--- config.mk ---
export PLATFORM = sky130hd
export DESIGN_NAME = bfr_mac
export DESIGN_NICKNAME = d
export VERILOG_FILES = /design/src/design/bfr_pkg.sv /design/src/design/bfr_mac.sv
export SDC_FILE = /design/constraint.sdc
export NUM_CORES = 2
export LEC_CHECK = 0
export BUFFER_PORTS_ARGS = -buffer_cell sky130_fd_sc_hd__buf_2
export CAP_MARGIN = 20
export CELL_PAD_IN_SITES_DETAIL_PLACEMENT = 2
export CELL_PAD_IN_SITES_GLOBAL_PLACEMENT = 2
export CORE_MARGIN = 5
export CORE_UTILIZATION = 30
export DETAILED_ROUTE_END_ITERATION = 7
export PLACE_DENSITY_LB_ADDON = 0.2
export REMOVE_ABC_BUFFERS = 1
export SLEW_MARGIN = 20
export SYNTH_ARGS = -nofsm -noshare
export SYNTH_HDL_FRONTEND = slang
export SYNTH_SLANG_ARGS = --single-unit
--- constraint.sdc ---
create_clock -name clock -period 22.3 [get_ports clock]
set_clock_uncertainty 0.2 [all_clocks]
set_input_delay 4.46 -clock clock [delete_from_list [all_inputs] [get_ports clock]]
set_output_delay 4.46 -clock clock [all_outputs]
set_load 0.05 [all_outputs]
--- src/design/bfr_pkg.sv ---
// Package for the binaural FIR renderer: shared codes, widths, the sequencer
// state type and the control structs passed between the sequencer and the MAC.
// No dependencies.
package bfr_pkg;

   localparam int INDEX_W    = 9;
   localparam int GAIN_W     = 16;
   localparam int ITD_W      = 6;
   localparam int EAR_W      = 2;
   localparam int CSR_IDX_W  = 2;
   localparam int CSR_DATA_W = 16;
   localparam int GAIN_FRAC  = 13;

   localparam logic [GAIN_W-1:0] GAIN_RESET = 16'd8192;

   // Request kinds.
   localparam logic REQ_SAMPLE = 1'b0;
   localparam logic REQ_LOAD   = 1'b1;

   // Delayed-ear codes.
   localparam logic [EAR_W-1:0] EAR_NONE  = 2'd0;
   localparam logic [EAR_W-1:0] EAR_LEFT  = 2'd1;
   localparam logic [EAR_W-1:0] EAR_RIGHT = 2'd2;

   // Register indexes.
   localparam logic [CSR_IDX_W-1:0] CSR_GAIN = 2'd0;
   localparam logic [CSR_IDX_W-1:0] CSR_ITD  = 2'd1;
   localparam logic [CSR_IDX_W-1:0] CSR_EAR  = 2'd2;

   typedef enum logic [2:0] {
      ST_IDLE,
      ST_SCALE,
      ST_PUSH,
      ST_MAC,
      ST_DRAIN,
      ST_FINISH
   } ctrl_state_type;

   typedef struct packed {
      logic clear;
      logic issue;
      logic lag_ok;
   } mac_ctl_type;

   typedef struct packed {
      logic scale;
      logic push;
      logic fire;
   } phase_type;

endpackage

--- src/design/bfr_mac.sv ---
// Dual multiply-accumulate unit shared by all taps: one left and one right
// product per cycle, then a rounded, saturated result per ear. Depends on bfr_pkg.
module bfr_mac #(
   parameter int TAPS        = 512,
   parameter int SAMPLE_BITS = 24,
   parameter int COEF_BITS   = 18
) (
   input  logic                          clock,
   input  logic                          reset,
   input  bfr_pkg::mac_ctl_type          ctl,
   input  logic signed [SAMPLE_BITS-1:0] hist_data,
   input  logic signed [COEF_BITS-1:0]   coef_l,
   input  logic signed [COEF_BITS-1:0]   coef_r,
   output logic                          busy,
   output logic signed [SAMPLE_BITS-1:0] left_res,
   output logic signed [SAMPLE_BITS-1:0] right_res
);

   localparam int PW    = SAMPLE_BITS + COEF_BITS;
   localparam int ACC_W = PW + $clog2(TAPS);
   localparam int FRAC  = COEF_BITS - 2;
   localparam logic signed [ACC_W:0] HALF   = (ACC_W+1)'(1) <<< (FRAC - 1);
   localparam logic signed [ACC_W:0] SAT_HI =
      {{(ACC_W + 2 - SAMPLE_BITS){1'b0}}, {(SAMPLE_BITS - 1){1'b1}}};
   localparam logic signed [ACC_W:0] SAT_LO = ~SAT_HI;

   logic                    iss_ff, pv_ff, lagok_ff;
   logic signed [PW-1:0]    prod_l_ff, prod_r_ff, prod_l_in, prod_r_in;
   logic signed [ACC_W-1:0] acc_l_ff, acc_r_ff, acc_l_in, acc_r_in;

   function automatic logic signed [SAMPLE_BITS-1:0] round_sat(
      input logic signed [ACC_W-1:0] acc);
      logic signed [ACC_W:0] rnd;
      logic signed [ACC_W:0] shf;
      logic signed [ACC_W:0] sat;
      rnd = (ACC_W+1)'(acc) + HALF;
      shf = rnd >>> FRAC;
      if (shf > SAT_HI) begin
         sat = SAT_HI;
      end else if (shf < SAT_LO) begin
         sat = SAT_LO;
      end else begin
         sat = shf;
      end
      return sat[SAMPLE_BITS-1:0];
   endfunction

   // Lags older than the history fill contribute zero.
   always_comb begin
      prod_l_in = lagok_ff ? PW'(hist_data) * PW'(coef_l) : '0;
      prod_r_in = lagok_ff ? PW'(hist_data) * PW'(coef_r) : '0;
      acc_l_in  = acc_l_ff;
      acc_r_in  = acc_r_ff;
      if (ctl.clear) begin
         acc_l_in = '0;
         acc_r_in = '0;
      end else if (pv_ff) begin
         acc_l_in = acc_l_ff + ACC_W'(prod_l_ff);
         acc_r_in = acc_r_ff + ACC_W'(prod_r_ff);
      end
   end

   always_ff @(posedge clock) begin
      if (reset) begin
         iss_ff <= 1'b0;
         pv_ff  <= 1'b0;
      end else begin
         iss_ff <= ctl.issue;
         pv_ff  <= iss_ff;
      end
      lagok_ff <= ctl.lag_ok;
      if (iss_ff) begin
         prod_l_ff <= prod_l_in;
         prod_r_ff <= prod_r_in;
      end
      acc_l_ff <= acc_l_in;
      acc_r_ff <= acc_r_in;
   end

   assign busy      = iss_ff | pv_ff;
   assign left_res  = round_sat(acc_l_ff);
   assign right_res = round_sat(acc_r_ff);

endmodule

* Yosys cells after proc, flatten, opt, wreduce, memory -nomap -nowiden
Index checks and enable logic that the tools add are counted.
Cells by class: add/sub/neg operators 4, $mul 2, divide/modulo/power cells 0, magnitude comparators 4, equality and inequality tests 0, shift operators 0, mux-type cells 4, bitwise gates (word level) 1, reduce and logical (&&, ||, !) cells 0
Operator list (number):
- 51-bit by 17-bit adder with 52-bit output (second input constant) | 2
- 51-bit by 42-bit adder with 51-bit output | 2
- 24-bit 2-to-1 mux | 4
- 24-bit by 18-bit multiplier with 42-bit output | 2
- 36-bit by 24-bit greater-than comparator with 1-bit output (second input constant) | 2
- 36-bit by 24-bit less-than comparator with 1-bit output (second input constant) | 2
- 1-bit bitwise OR | 1
Word-level totals: register bits after elaboration 189, bits in latches 0, RAM bits 0, ROM bits 0, input port bits 65, output and inout port bits 49, word-level logic and storage cells 22, memories kept 0

* Longest topological paths before layout
word-level depth 4, mapped depth 26

* Worst setup path after synthesis
No wires, ideal clock.
path kind input-to-reg, from in hist_data[13], to reg prod_l_ff[31], data pin, setup time 0.255 ns, data arrival time 10.468 ns, slack 11.377 ns, stages on the path 25, buffers on the path 2, cell sequence clkbuf_1 -> clkbuf_1 -> nand2_1 -> fa_1 -> inv_1 -> fa_1 -> inv_1 -> fa_1 -> inv_1 -> fa_1 -> fa_1 -> inv_1 -> fa_1 -> inv_1 -> ha_1 -> a21o_1 -> a21o_1 -> a21o_1 -> a311oi_1 -> a21boi_0 -> o21ai_1 -> o21ai_0 -> o41ai_1 -> xnor2_1 -> and2_1
On the way: cells in the longest elaborated chain, start to end 1
RTL lines:
- start: declaration | line bfr_mac.sv:11 | input logic signed [SAMPLE_BITS-1:0] hist_data,
- 24-bit by 18-bit multiplier with 42-bit output | line bfr_mac.sv:50 | prod_l_in = lagok_ff ? PW'(hist_data) * PW'(coef_l) : '0;
- end signal: assignment | line bfr_mac.sv:73 | prod_l_ff <= prod_l_in;
- end: declaration | line bfr_mac.sv:28 | logic signed [PW-1:0] prod_l_ff, prod_r_ff, prod_l_in, prod_r_in;
Every way passes these cells. A chain may end at the register's enable or synchronous reset.

* Worst setup path after layout
from in hist_data[13], to reg prod_l_ff[41], data pin
Same word-level chain as after synthesis.

==> reports/metrics.yaml <==
detailed_routing:
  drt_iter0_drc: 1378
  drt-total-wl_um: 146800
  drt_pass1_iterations: 5
  drcViolationCount: 0
  viasPerCell: 4.882
  avgRoutedWirePerCell_um: 21.08
  antenna_left: 0
  vias: 33990
floorplanning:
  initial_core_util: 0.3019
  io-pin-count: 114
  core_um2: 147700
  num_rows: 141
  design.die.area_um2: 156400
  die_w_um: 395.5
  dieHeight_um: 395.5
critical_path:
  critPathMaxStageDelay_ns: 0.56
  start_kind: "input port"
  cp.arrival_ns: 11.24
  cp_slowest_cell: "fa_1"
  crit_type: "input port to flop"
  worstSetupEndpointType: "flop"
  reg2reg_depth: 11
  cp_max_fo: 36
  crit_path_end: "prod_l_ff[41]"
  cp_common_cell: "fa_1"
  r2r_end: "acc_l_ff[50]"
  worstSetupStartpoint: "hist_data[13]"
  cp_data_required_time_ns: 22.36
  reg2reg_setup_slack_ns: 18.22
  r2r_start: "acc_l_ff[23]"
layout:
  syn_to_final_growth_pct: 6.582
  layout.nets: 6249
  layout_common_cells: "inv_1 (1018), fa_1 (852), nand2_1 (670)"
  multi_input_area_um2: 35220
  layout-drive-gt1-share: 0.04252
  regArea_um2: 4633
  stdcell_count: 6963
  nFillCells: 16660
  antennaDiodeCount: 0
  layout_commonest_cell: "inv_1"
sta:
  slew_headroom: 0.3063
  finalCritPeriodShare: 0.5010
  whs_ns: 0.3001
  worst_pin_slew_ns: 1.036
  min_period_ns: 11.17
  finalWorstSetupSlack_ns: 11.13
  setup_viol: 0
  timing.fmax_ghz: 0.08950
  finalHoldViolCount: 0
  rsz0062_at_grt: "false"
  setup_tns_ns: 0
  drv_slew: 0
logic_synthesis:
  synth_edf_count: 84
  ys_ff_latch: 189
  ys_seq_area_frac: 0.1037
  async_reset_ff_frac: 0
  synth_cell_type_count: 82
  synth_top_flop_cell: "dfxtp_1"
  yosys.area.top_type: "fa_1"
  yosysWarnings: 0
  netlist_area_um2: 44580
  synth_cells: 5097
  synth_top_area_share: 0.3826
  syn_avg_cell_area_um2: 8.746
  synth.top_cells.by_area: "fa_1 (38%), ha_1 (8.8%), inv_1 (8.6%)"
status:
  status: "completed"
clocking:
  cts_buffers: 17
  cts_max_level: 4
  clk_pin_slew_ns: 0.08
  cts_sinks: 189
  post-cts-setup-buffer-count: 0
  cts_tree: "yes"
  clockBufferDepth: 2
  cts_root_buf: "clkbuf_16"
  holdBufCountCts: 0
  insertion_delay_ns: 0.50
  cts-resized-gates: 0
flow_run:
  drv_cap: 0
grt:
  antenna_found_initial: 5
  grt-ovfl-total: 0
  grt_pass1_vias: 39700
  grt_usage: 0.1906
  grt_start_max_net_pins: 89
  grt_pass1_wl_um: 234000
min_path:
  hold_path.class: "flop to flop"
place:
  place_ws_ns: 10.52
  dp_hpwl_um: 114200
  numPlacedInstances: 6931
  port_buffers: 113
  gp_congestion: 0.7961
-- synthesized netlist by cell type, types with 57 or more instances --
cell type,instances
o21ai_0,144
fa_1,852
nand3_1,62
a21oi_1,165
ha_1,312
edfxtp_1,84
xnor2_1,127
inv_1,1019
nor2_1,194
a21o_1,88
dfxtp_1,105
and2_1,366
nand2_1,670
clkbuf_1,234
xor2_1,76
mux2i_1,57
-- through the flow --
| stage | util | cell area [um^2] |
|---|---|---|
| final | 0.3218 | 47510 |
| after global routing | 0.3218 | 47510 |
| after CTS | 0.3217 | 47510 |
| after detailed placement | 0.3178 | 46930 |
| after global placement | 0.3178 | 46930 |
| after floorplan | - | 43650 |
-- logic make-up after synthesis --
group,after synthesis,share of synthesized area
AND/OR/NAND/NOR,1562,0.1705
AO/OA/AOI/OAI,653,0.09515
flip-flops,189,0.1037
adder cells (fa/ha/maj),1164,0.4702
XOR/XNOR,203,0.03988
buffers and inverters,1265,0.1067
multiplexers,61,0.01381
-- layer usage --
layer  GRT usage  up-vias  share of wire
li1            -    15630              -
met1      0.2739    17950           0.50
met2      0.3190      335           0.46
met3     0.02013       73          0.027
met4     0.02445        0         0.0092
met5           0        -              0
-- critical path: cells and delay by family --
kind / cells / cell delay [ns]
xor gates and xnor gates: 1 / 0.12
buffers and inverters: 7 / 0.84
and+or+nand+nor: 3 / 0.54
adders and majority gates: 7 / 3.41
AOI/OAI and AO/OA: 7 / 1.85
-- worst min-delay path by stage --
stage	from	cells after the start	to	slack [ns]
final	acc_l_ff[2]	2	acc_l_ff[2]	0.30
after global routing	acc_l_ff[8]	2	acc_l_ff[8]	0.33
after CTS	acc_l_ff[7]	2	acc_l_ff[7]	0.31
after detailed placement	acc_l_ff[8]	2	acc_l_ff[8]	0.29
after global placement	acc_l_ff[8]	2	acc_l_ff[8]	0.27
after floorplan	acc_l_ff[8]	2	acc_l_ff[8]	0.24
-- sequential cells by signal, indices dropped and copies added, names as in the netlist --
signal / flops
acc_r_ff: 51
prod_r_ff: 42
lagok_ff: 1
acc_l_ff: 51
pv_ff: 1
prod_l_ff: 42
iss_ff: 1
-- layout make-up --
class | count | share of cell area
repair buffers | 149 | 0.01764
clock buffers | 18 | 0.009033
inverters | 1020 | 0.08058
well taps | 1930 | 0.05083
multi-input cells | 3643 | 0.7413
flip-flops and latches | 189 | 0.09752
clock inverters | 14 | 0.003055
Power is left out: the tool's default activity adds up to more than one toggle a clock period on the data nets, which glitch-free logic cannot reach.
