**src/design/bfr_pkg.sv**
```systemverilog
// Package for the binaural FIR renderer: shared codes, widths, the sequencer
// state type and the control structs passed between the sequencer and the MAC.
// No dependencies.
package bfr_pkg;

   localparam int INDEX_W    = 9;
   localparam int GAIN_W     = 16;
   localparam int ITD_W      = 6;
   localparam int EAR_W      = 2;
   localparam int CSR_IDX_W  = 2;
   localparam int CSR_DATA_W = 16;
   localparam int GAIN_FRAC  = 13;

   localparam logic [GAIN_W-1:0] GAIN_RESET = 16'd8192;

   // Request kinds.
   localparam logic REQ_SAMPLE = 1'b0;
   localparam logic REQ_LOAD   = 1'b1;

   // Delayed-ear codes.
   localparam logic [EAR_W-1:0] EAR_NONE  = 2'd0;
   localparam logic [EAR_W-1:0] EAR_LEFT  = 2'd1;
   localparam logic [EAR_W-1:0] EAR_RIGHT = 2'd2;

   // Register indexes.
   localparam logic [CSR_IDX_W-1:0] CSR_GAIN = 2'd0;
   localparam logic [CSR_IDX_W-1:0] CSR_ITD  = 2'd1;
   localparam logic [CSR_IDX_W-1:0] CSR_EAR  = 2'd2;

   typedef enum logic [2:0] {
      ST_IDLE,
      ST_SCALE,
      ST_PUSH,
      ST_MAC,
      ST_DRAIN,
      ST_FINISH
   } ctrl_state_type;

   typedef struct packed {
      logic clear;
      logic issue;
      logic lag_ok;
   } mac_ctl_type;

   typedef struct packed {
      logic scale;
      logic push;
      logic fire;
   } phase_type;

endpackage

```
**src/design/bfr_ctrl.sv**
```systemverilog
// Sequencer of the binaural FIR renderer: history pointers, the tap loop that
// drives the shared MAC, and the phase strobes. Depends on bfr_pkg.
module bfr_ctrl #(
   parameter int TAPS = 512
) (
   input  logic                        clock,
   input  logic                        reset,
   input  logic                        start,
   input  logic                        out_free,
   input  logic                        mac_busy,
   output logic                        in_ready,
   output logic                        hist_we,
   output logic [$clog2(TAPS)-1:0]     hist_waddr,
   output logic                        hist_re,
   output logic [$clog2(TAPS)-1:0]     hist_raddr,
   output logic [$clog2(TAPS)-1:0]     coef_raddr,
   output bfr_pkg::mac_ctl_type        mac_ctl,
   output bfr_pkg::phase_type          phase
);

   localparam int AW = $clog2(TAPS);
   localparam logic [AW-1:0] LAST = AW'(TAPS - 1);
   localparam logic [AW:0]   FULL = (AW+1)'(TAPS);

   bfr_pkg::ctrl_state_type state_ff, state_in;
   logic [AW-1:0] hp_ff, hp_in, rp_ff, rp_in, k_ff, k_in;
   logic [AW:0]   hfill_ff, hfill_in;

   always_comb begin
      state_in = state_ff;
      case (state_ff)
         bfr_pkg::ST_IDLE:   if (start) state_in = bfr_pkg::ST_SCALE;
         bfr_pkg::ST_SCALE:  state_in = bfr_pkg::ST_PUSH;
         bfr_pkg::ST_PUSH:   state_in = bfr_pkg::ST_MAC;
         bfr_pkg::ST_MAC:    if (k_ff == LAST) state_in = bfr_pkg::ST_DRAIN;
         bfr_pkg::ST_DRAIN:  if (!mac_busy) state_in = bfr_pkg::ST_FINISH;
         bfr_pkg::ST_FINISH: if (out_free) state_in = bfr_pkg::ST_IDLE;
         default:            state_in = bfr_pkg::ST_IDLE;
      endcase
   end

   always_comb begin
      in_ready   = 1'b0;
      hist_we    = 1'b0;
      hist_waddr = hp_ff;
      hist_re    = 1'b0;
      hist_raddr = rp_ff;
      coef_raddr = k_ff;
      mac_ctl    = '0;
      phase      = '0;
      hp_in      = hp_ff;
      rp_in      = rp_ff;
      k_in       = k_ff;
      hfill_in   = hfill_ff;
      case (state_ff)
         bfr_pkg::ST_IDLE: begin
            in_ready = 1'b1;
         end
         bfr_pkg::ST_SCALE: begin
            phase.scale = 1'b1;
         end
         bfr_pkg::ST_PUSH: begin
            phase.push    = 1'b1;
            hist_we       = 1'b1;
            mac_ctl.clear = 1'b1;
            rp_in         = hp_ff;
            k_in          = '0;
            hp_in         = (hp_ff == LAST) ? '0 : hp_ff + 1'b1;
            hfill_in      = (hfill_ff == FULL) ? FULL : hfill_ff + 1'b1;
         end
         bfr_pkg::ST_MAC: begin
            // The newest sample meets tap 0; the read pointer walks backward.
            hist_re        = 1'b1;
            mac_ctl.issue  = 1'b1;
            mac_ctl.lag_ok = {1'b0, k_ff} < hfill_ff;
            rp_in          = (rp_ff == '0) ? LAST : rp_ff - 1'b1;
            k_in           = k_ff + 1'b1;
         end
         bfr_pkg::ST_DRAIN: begin
         end
         bfr_pkg::ST_FINISH: begin
            phase.fire = out_free;
         end
         default: begin
         end
      endcase
   end

   always_ff @(posedge clock) begin
      if (reset) begin
         state_ff <= bfr_pkg::ST_IDLE;
         hp_ff    <= '0;
         hfill_ff <= '0;
      end else begin
         state_ff <= state_in;
         hp_ff    <= hp_in;
         hfill_ff <= hfill_in;
      end
      rp_ff <= rp_in;
      k_ff  <= k_in;
   end

endmodule
```
**config.mk**
```make
export PLATFORM = sky130hd
export DESIGN_NAME = bfr_ctrl
export DESIGN_NICKNAME = d
export VERILOG_FILES = /design/src/design/bfr_pkg.sv /design/src/design/bfr_ctrl.sv
export SDC_FILE = /design/constraint.sdc
export NUM_CORES = 1
export LEC_CHECK = 0
export BUFFER_PORTS_ARGS = -buffer_cell sky130_fd_sc_hd__buf_4
export CAP_MARGIN = 25
export CORE_ASPECT_RATIO = 0.75
export CORE_MARGIN = 2
export CORE_UTILIZATION = 25
export DETAILED_ROUTE_END_ITERATION = 12
export PLACE_DENSITY = 0.41
export SYNTH_ARGS = -nofsm -noshare
export SYNTH_HDL_FRONTEND = slang
export SYNTH_SLANG_ARGS = --single-unit
```
**constraint.sdc**
```tcl
create_clock -name clock -period 3.5 [get_ports clock]
set_input_delay 0.7 -clock clock [delete_from_list [all_inputs] [get_ports clock]]
set_output_delay 0.7 -clock clock [all_outputs]
set_load 0.01 [all_outputs]
```
== Word-level counts from Yosys, hierarchy flattened ==
Cells that the tools add are included.
Storage, ports and cells
  word-level logic and storage cells: 42
  input port bits: 5
  output and inout bits: 36
  bits in registers: 40
Cells by class
  reduce and logical (&&, ||, !) cells: 4
  equality and inequality tests: 12
  add/sub/neg operators: 4
  muxes and demuxes: 16
  order comparisons: 1
Operators by type and width (number)
  $pmux W9 S2: 2
  $add A9 B1 Y9 const B: 2
  $eq A9 B9 Y1 const B: 2
  $mux W9: 2
  $pmux W3 S6: 1
  $mux W3: 4
  $add A10 B1 Y10 const B: 1
  $eq A10 B10 Y1 const B: 1
  $lt A9 B10 Y1: 1
  $mux W10: 1
  $logic_not A9 Y1: 1
  $sub A9 B1 Y9 const B: 1
  $ne A2 B2 Y1 const B: 4
  $eq A3 B2 Y1 const B: 2
  $eq A3 B3 Y1 const B: 2
  $mux W1: 5
  $reduce_and A4 Y1: 1
  $eq A3 B1 Y1 const B: 1
  $logic_not A3 Y1: 1
  $mux W2: 1
  $reduce_bool A2 Y1: 1

== Logic depth before layout (Yosys ltp) ==
  word-level depth: 3
  gate-level depth with buffers: 8
  depth with buffers taken out: 7

== Least setup slack after synthesis ==
No wires, ideal clock.
  path kind: register to output
  from: register state_ff[1]
  to: output mac_ctl[0] in the netlist's numbering
  slack: 0.452 ns
  arrival time: 2.348 ns
  cell stages (with the launch flop): 8
  required time: 2.800 ns
  path buffers: 2
  cells stage by stage: dfxtp_1 buf_4 nor2b_1 nand2_1 inv_1 buf_4 o21ai_0 a21oi_1
RTL lines
  from (decl): RTL line bfr_ctrl.sv:25  | bfr_pkg::ctrl_state_type state_ff, state_in;
  from (signal assigned): RTL line bfr_ctrl.sv:91  | state_ff <= bfr_pkg::ST_IDLE;
  from (signal assigned): RTL line bfr_ctrl.sv:95  | state_ff <= state_in;
  to (decl): RTL line bfr_ctrl.sv:17  | output bfr_pkg::mac_ctl_type mac_ctl,

==> results.json <==
{
  "status": "completed",
  "drt-pass1-iter-count": 4,
  "start_util_pct": 26.1,
  "p_seq_share_pct": 44.6,
  "synth_xor_xnor_area_share_pct": 9.37,
  "period_minus_slack_ns": 2.66,
  "nets": 304,
  "clk_pin_slew_worst_paths_ns": 0.06,
  "ctsHoldBuffers": 0,
  "fp-row-count": 29,
  "async_reset_ff_share_pct": 0,
  "cts_root_buf": "clkbuf_16",
  "hold_class": "flip-flop to flip-flop",
  "routed_via_density": 4.59,
  "clock.fmax_mhz": 377,
  "synth_edf_count": 18,
  "dpl.cell_count": 385,
  "timing.hold.worst_path_depth": 2,
  "setup_ws_ns": 0.844,
  "ctsResizeCount": 0,
  "cts_setup_buffers": 0,
  "cp_max_fo": 16,
  "finalPower_w": 0.00123,
  "routed_wl_mm": 5.45,
  "cts_inserted_buffers": 5,
  "yosys_warnings": 0,
  "io_buffers": 40,
  "synthSimpleGateAreaFrac_pct": 23.6,
  "drcViolationCount": 0,
  "finClkSkew_ns": 0.00568,
  "rsz0062_at_grt": "no",
  "num_io_pins": 41,
  "crit_required_ns": 2.80,
  "tritoncts": "yes",
  "syn_inst": 245,
  "end_kind": "primary output",
  "grt_start_max_net_pins": 23,
  "synth-seq-area-share_pct": 43.7,
  "leakage_nw": 1.10,
  "drive_above_1_share_pct": 19.6,
  "syn-num-nets": 265,
  "wl_per_cell_um": 13.9,
  "multi_input_area_sq_mm": 0.00114,
  "grt_pass1_vias": 1615,
  "r2r_cells": 4,
  "fill_cells": 907,
  "h-tree-depth": 2,
  "grt_overflow_total": 0,
  "cp-start-kind": "flip-flop",
  "antenna_left": 0,
  "cp_slowest_stage_delay_ns": 0.45,
  "syn_area_sq_mm": 0.00224,
  "crit_path_top_delay_cell": "dfxtp_1",
  "grt_pass1_wl_mm": 8.81,
  "powerDensity_mw_per_mm2": 443,
  "tightest_slew_ns": 0.412,
  "slew_headroom_pct": 72.5,
  "hold_viol_final": 0,
  "cpMostUsedCell": "buf_4",
  "placed_cell_area_sq_mm": 0.00262,
  "path_class": "flip-flop to primary output",
  "area_growth_pct": 24.3,
  "maxCapViolations": 0,
  "yosysUniqueCellTypes": 36,
  "fin_crit_sh_pct": 75.9,
  "comb_power_share_pct": 12.9,
  "synth_area_leaders": "edfxtp_1 (24%), dfxtp_1 (20%), ha_1 (8.4%)",
  "place_ws_ns": 1.15,
  "slew_viol_final": 0,
  "final-instance-count-excl-fill": 393,
  "cp_data_arrival_time_ns": 1.96,
  "num_antenna_cells": 0,
  "antenna_found_initial": 0,
  "die_w_um": 113,
  "ys_ff_latch": 40,
  "cp_cell_sequence": "nor2b_2 > nand2_1 > buf_4 > inv_1 > o21ai_0 > a21oi_1 > buf_4",
  "post-dp-hpwl_mm": 3.97,
  "synth_area_per_cell_sq_um": 9.16,
  "synthAdderAreaFrac_pct": 8.37,
  "track_usage_pct": 11.6,
  "pwr-share-clk_pct": 42.6,
  "intPower_w": 0.000926,
  "synthMuxAreaShare_pct": 0,
  "fp.dieH_um": 86.0,
  "p_sw_share_pct": 25.0,
  "setup_viol": 0,
  "clk_latency_ns": 0.28,
  "yosys_most_used_dff": "dfxtp_1",
  "synth_top_area_cell": "edfxtp_1",
  "p_switching_w": 0.000309,
  "synth-compound-area-share_pct": 9.20,
  "coreArea_sq_mm": 0.00860,
  "synth_top_cell_area_share_pct": 24.1,
  "drt_iter0_markers": 114,
  "die_area_sq_mm": 0.00976,
  "finalInstanceArea_sq_mm": 0.00279,
  "fin_tns_setup_ns": 0,
  "dr_total_vias": 1802,
  "synth_top_family_by_area": "simple AND/OR/NAND/NOR gates",
  "register_area_sq_um": 981,
  "ir_drop_v": 0.000183,
  "clock_sinks": 40,
  "gp_congestion": 0.736,
  "cts_buffer_depth": 2
}
-- power by group through the flow --
stage | Clock [W] | Combinational, W | Sequential (W)
after floorplan | 0 | 0.000102 | 0.000555
after global placement | 0 | 0.000163 | 0.000561
after detailed placement | 0 | 0.000162 | 0.000561
after CTS | 0.000539 | 0.000163 | 0.000550
after global routing | 0.000562 | 0.000179 | 0.000555
final | 0.000526 | 0.000159 | 0.000550
-- cells in the mapped netlist (3+ instances only) --
cell type and count:
nand2_1 24, ha_1 15, inv_1 13, a21oi_1 14
or3_1 3, buf_4 6, nand3_1 9, nor2b_1 3
nand4_1 7, and3_1 8, a31oi_1 7, o21ai_0 9
xnor2_1 14, xor2_1 10, edfxtp_1 18, nor3_1 4
dfxtp_1 22, nor2_1 36
-- critical path, delay by kind of cell, from the launching register on --
| kind | cells | cell delay (ns) |
|---|---|---|
| AO/OA/AOI/OAI | 2 | 0.32 |
| buffers and inverters | 3 | 0.64 |
| flip-flops | 1 | 0.45 |
| AND/OR/NAND/NOR | 2 | 0.26 |
-- cell usage in the layout, fill, tap and decap left out, types with 10 or more instances in the layout --
cell | Yosys | final
edfxtp_1 | 18 | 18
nor2_1 | 36 | 36
nand2_1 | 24 | 24
ha_1 | 15 | 15
xor2_1 | 10 | 10
a21oi_1 | 14 | 14
dfxtp_1 | 22 | 22
buf_4 | 6 | 42
inv_1 | 13 | 13
xnor2_1 | 14 | 14
-- flip-flops by register name, summed over array words and instances, names as in the netlist --
name and flops:
coef_raddr 9, hfill_ff 10, hist_raddr 9, hist_waddr 9
state_ff 3
-- final timing paths --
path / slack [ns] / startpoint / end
max: 0.84 / state_ff[1]$_SDFFE_PP0P_ / mac_ctl[0]
min: 0.52 / hist_waddr[8]$_SDFFE_PP0P_ / hist_waddr[8]$_SDFFE_PP0P_
max reg2reg: 1.61 / state_ff[0]$_SDFFE_PP0P_ / hfill_ff[4]$_SDFFE_PP0P_
min reg2reg: 0.52 / hist_waddr[8]$_SDFFE_PP0P_ / hist_waddr[8]$_SDFFE_PP0P_
-- routing by layer --
| metal | GRT usage (%) | routed length [um] | vias up |
|---|---|---|---|
| met5 | 0 | 0 | - |
| met2 | 15.4 | 2180 | 23 |
| li1 | - | - | 928 |
| met4 | 2.99 | 40 | 0 |
| met3 | 2.33 | 129 | 2 |
| met1 | 18.6 | 3110 | 849 |
-- metrics by stage --
step / util [%] / hold WS [ns]
after global routing: 32.4 / 0.548
final: 32.4 / 0.515
after floorplan: - / 0.475
after detailed placement: 30.5 / 0.503
after global placement: 30.5 / 0.508
after CTS: 32.4 / 0.529
-- cells by family after synthesis --
kind of cell / count (synthesis)
and+or+nand+nor: 106
AOI/OAI and AO/OA: 36
DFF: 40
adders and majority gates: 15
buffers and inverters: 24
xor gates and xnor gates: 24
-- layout make-up --
class / count / share of cell area [%]
clock buffer: 5 / 4.49
clock inverter: 3 / 1.48
inverter: 14 / 1.89
multi-input combinational: 181 / 40.8
sequential: 40 / 35.2
tap: 108 / 4.85
timing repair buffer: 42 / 11.3
(Power assumes the default switching activity.)
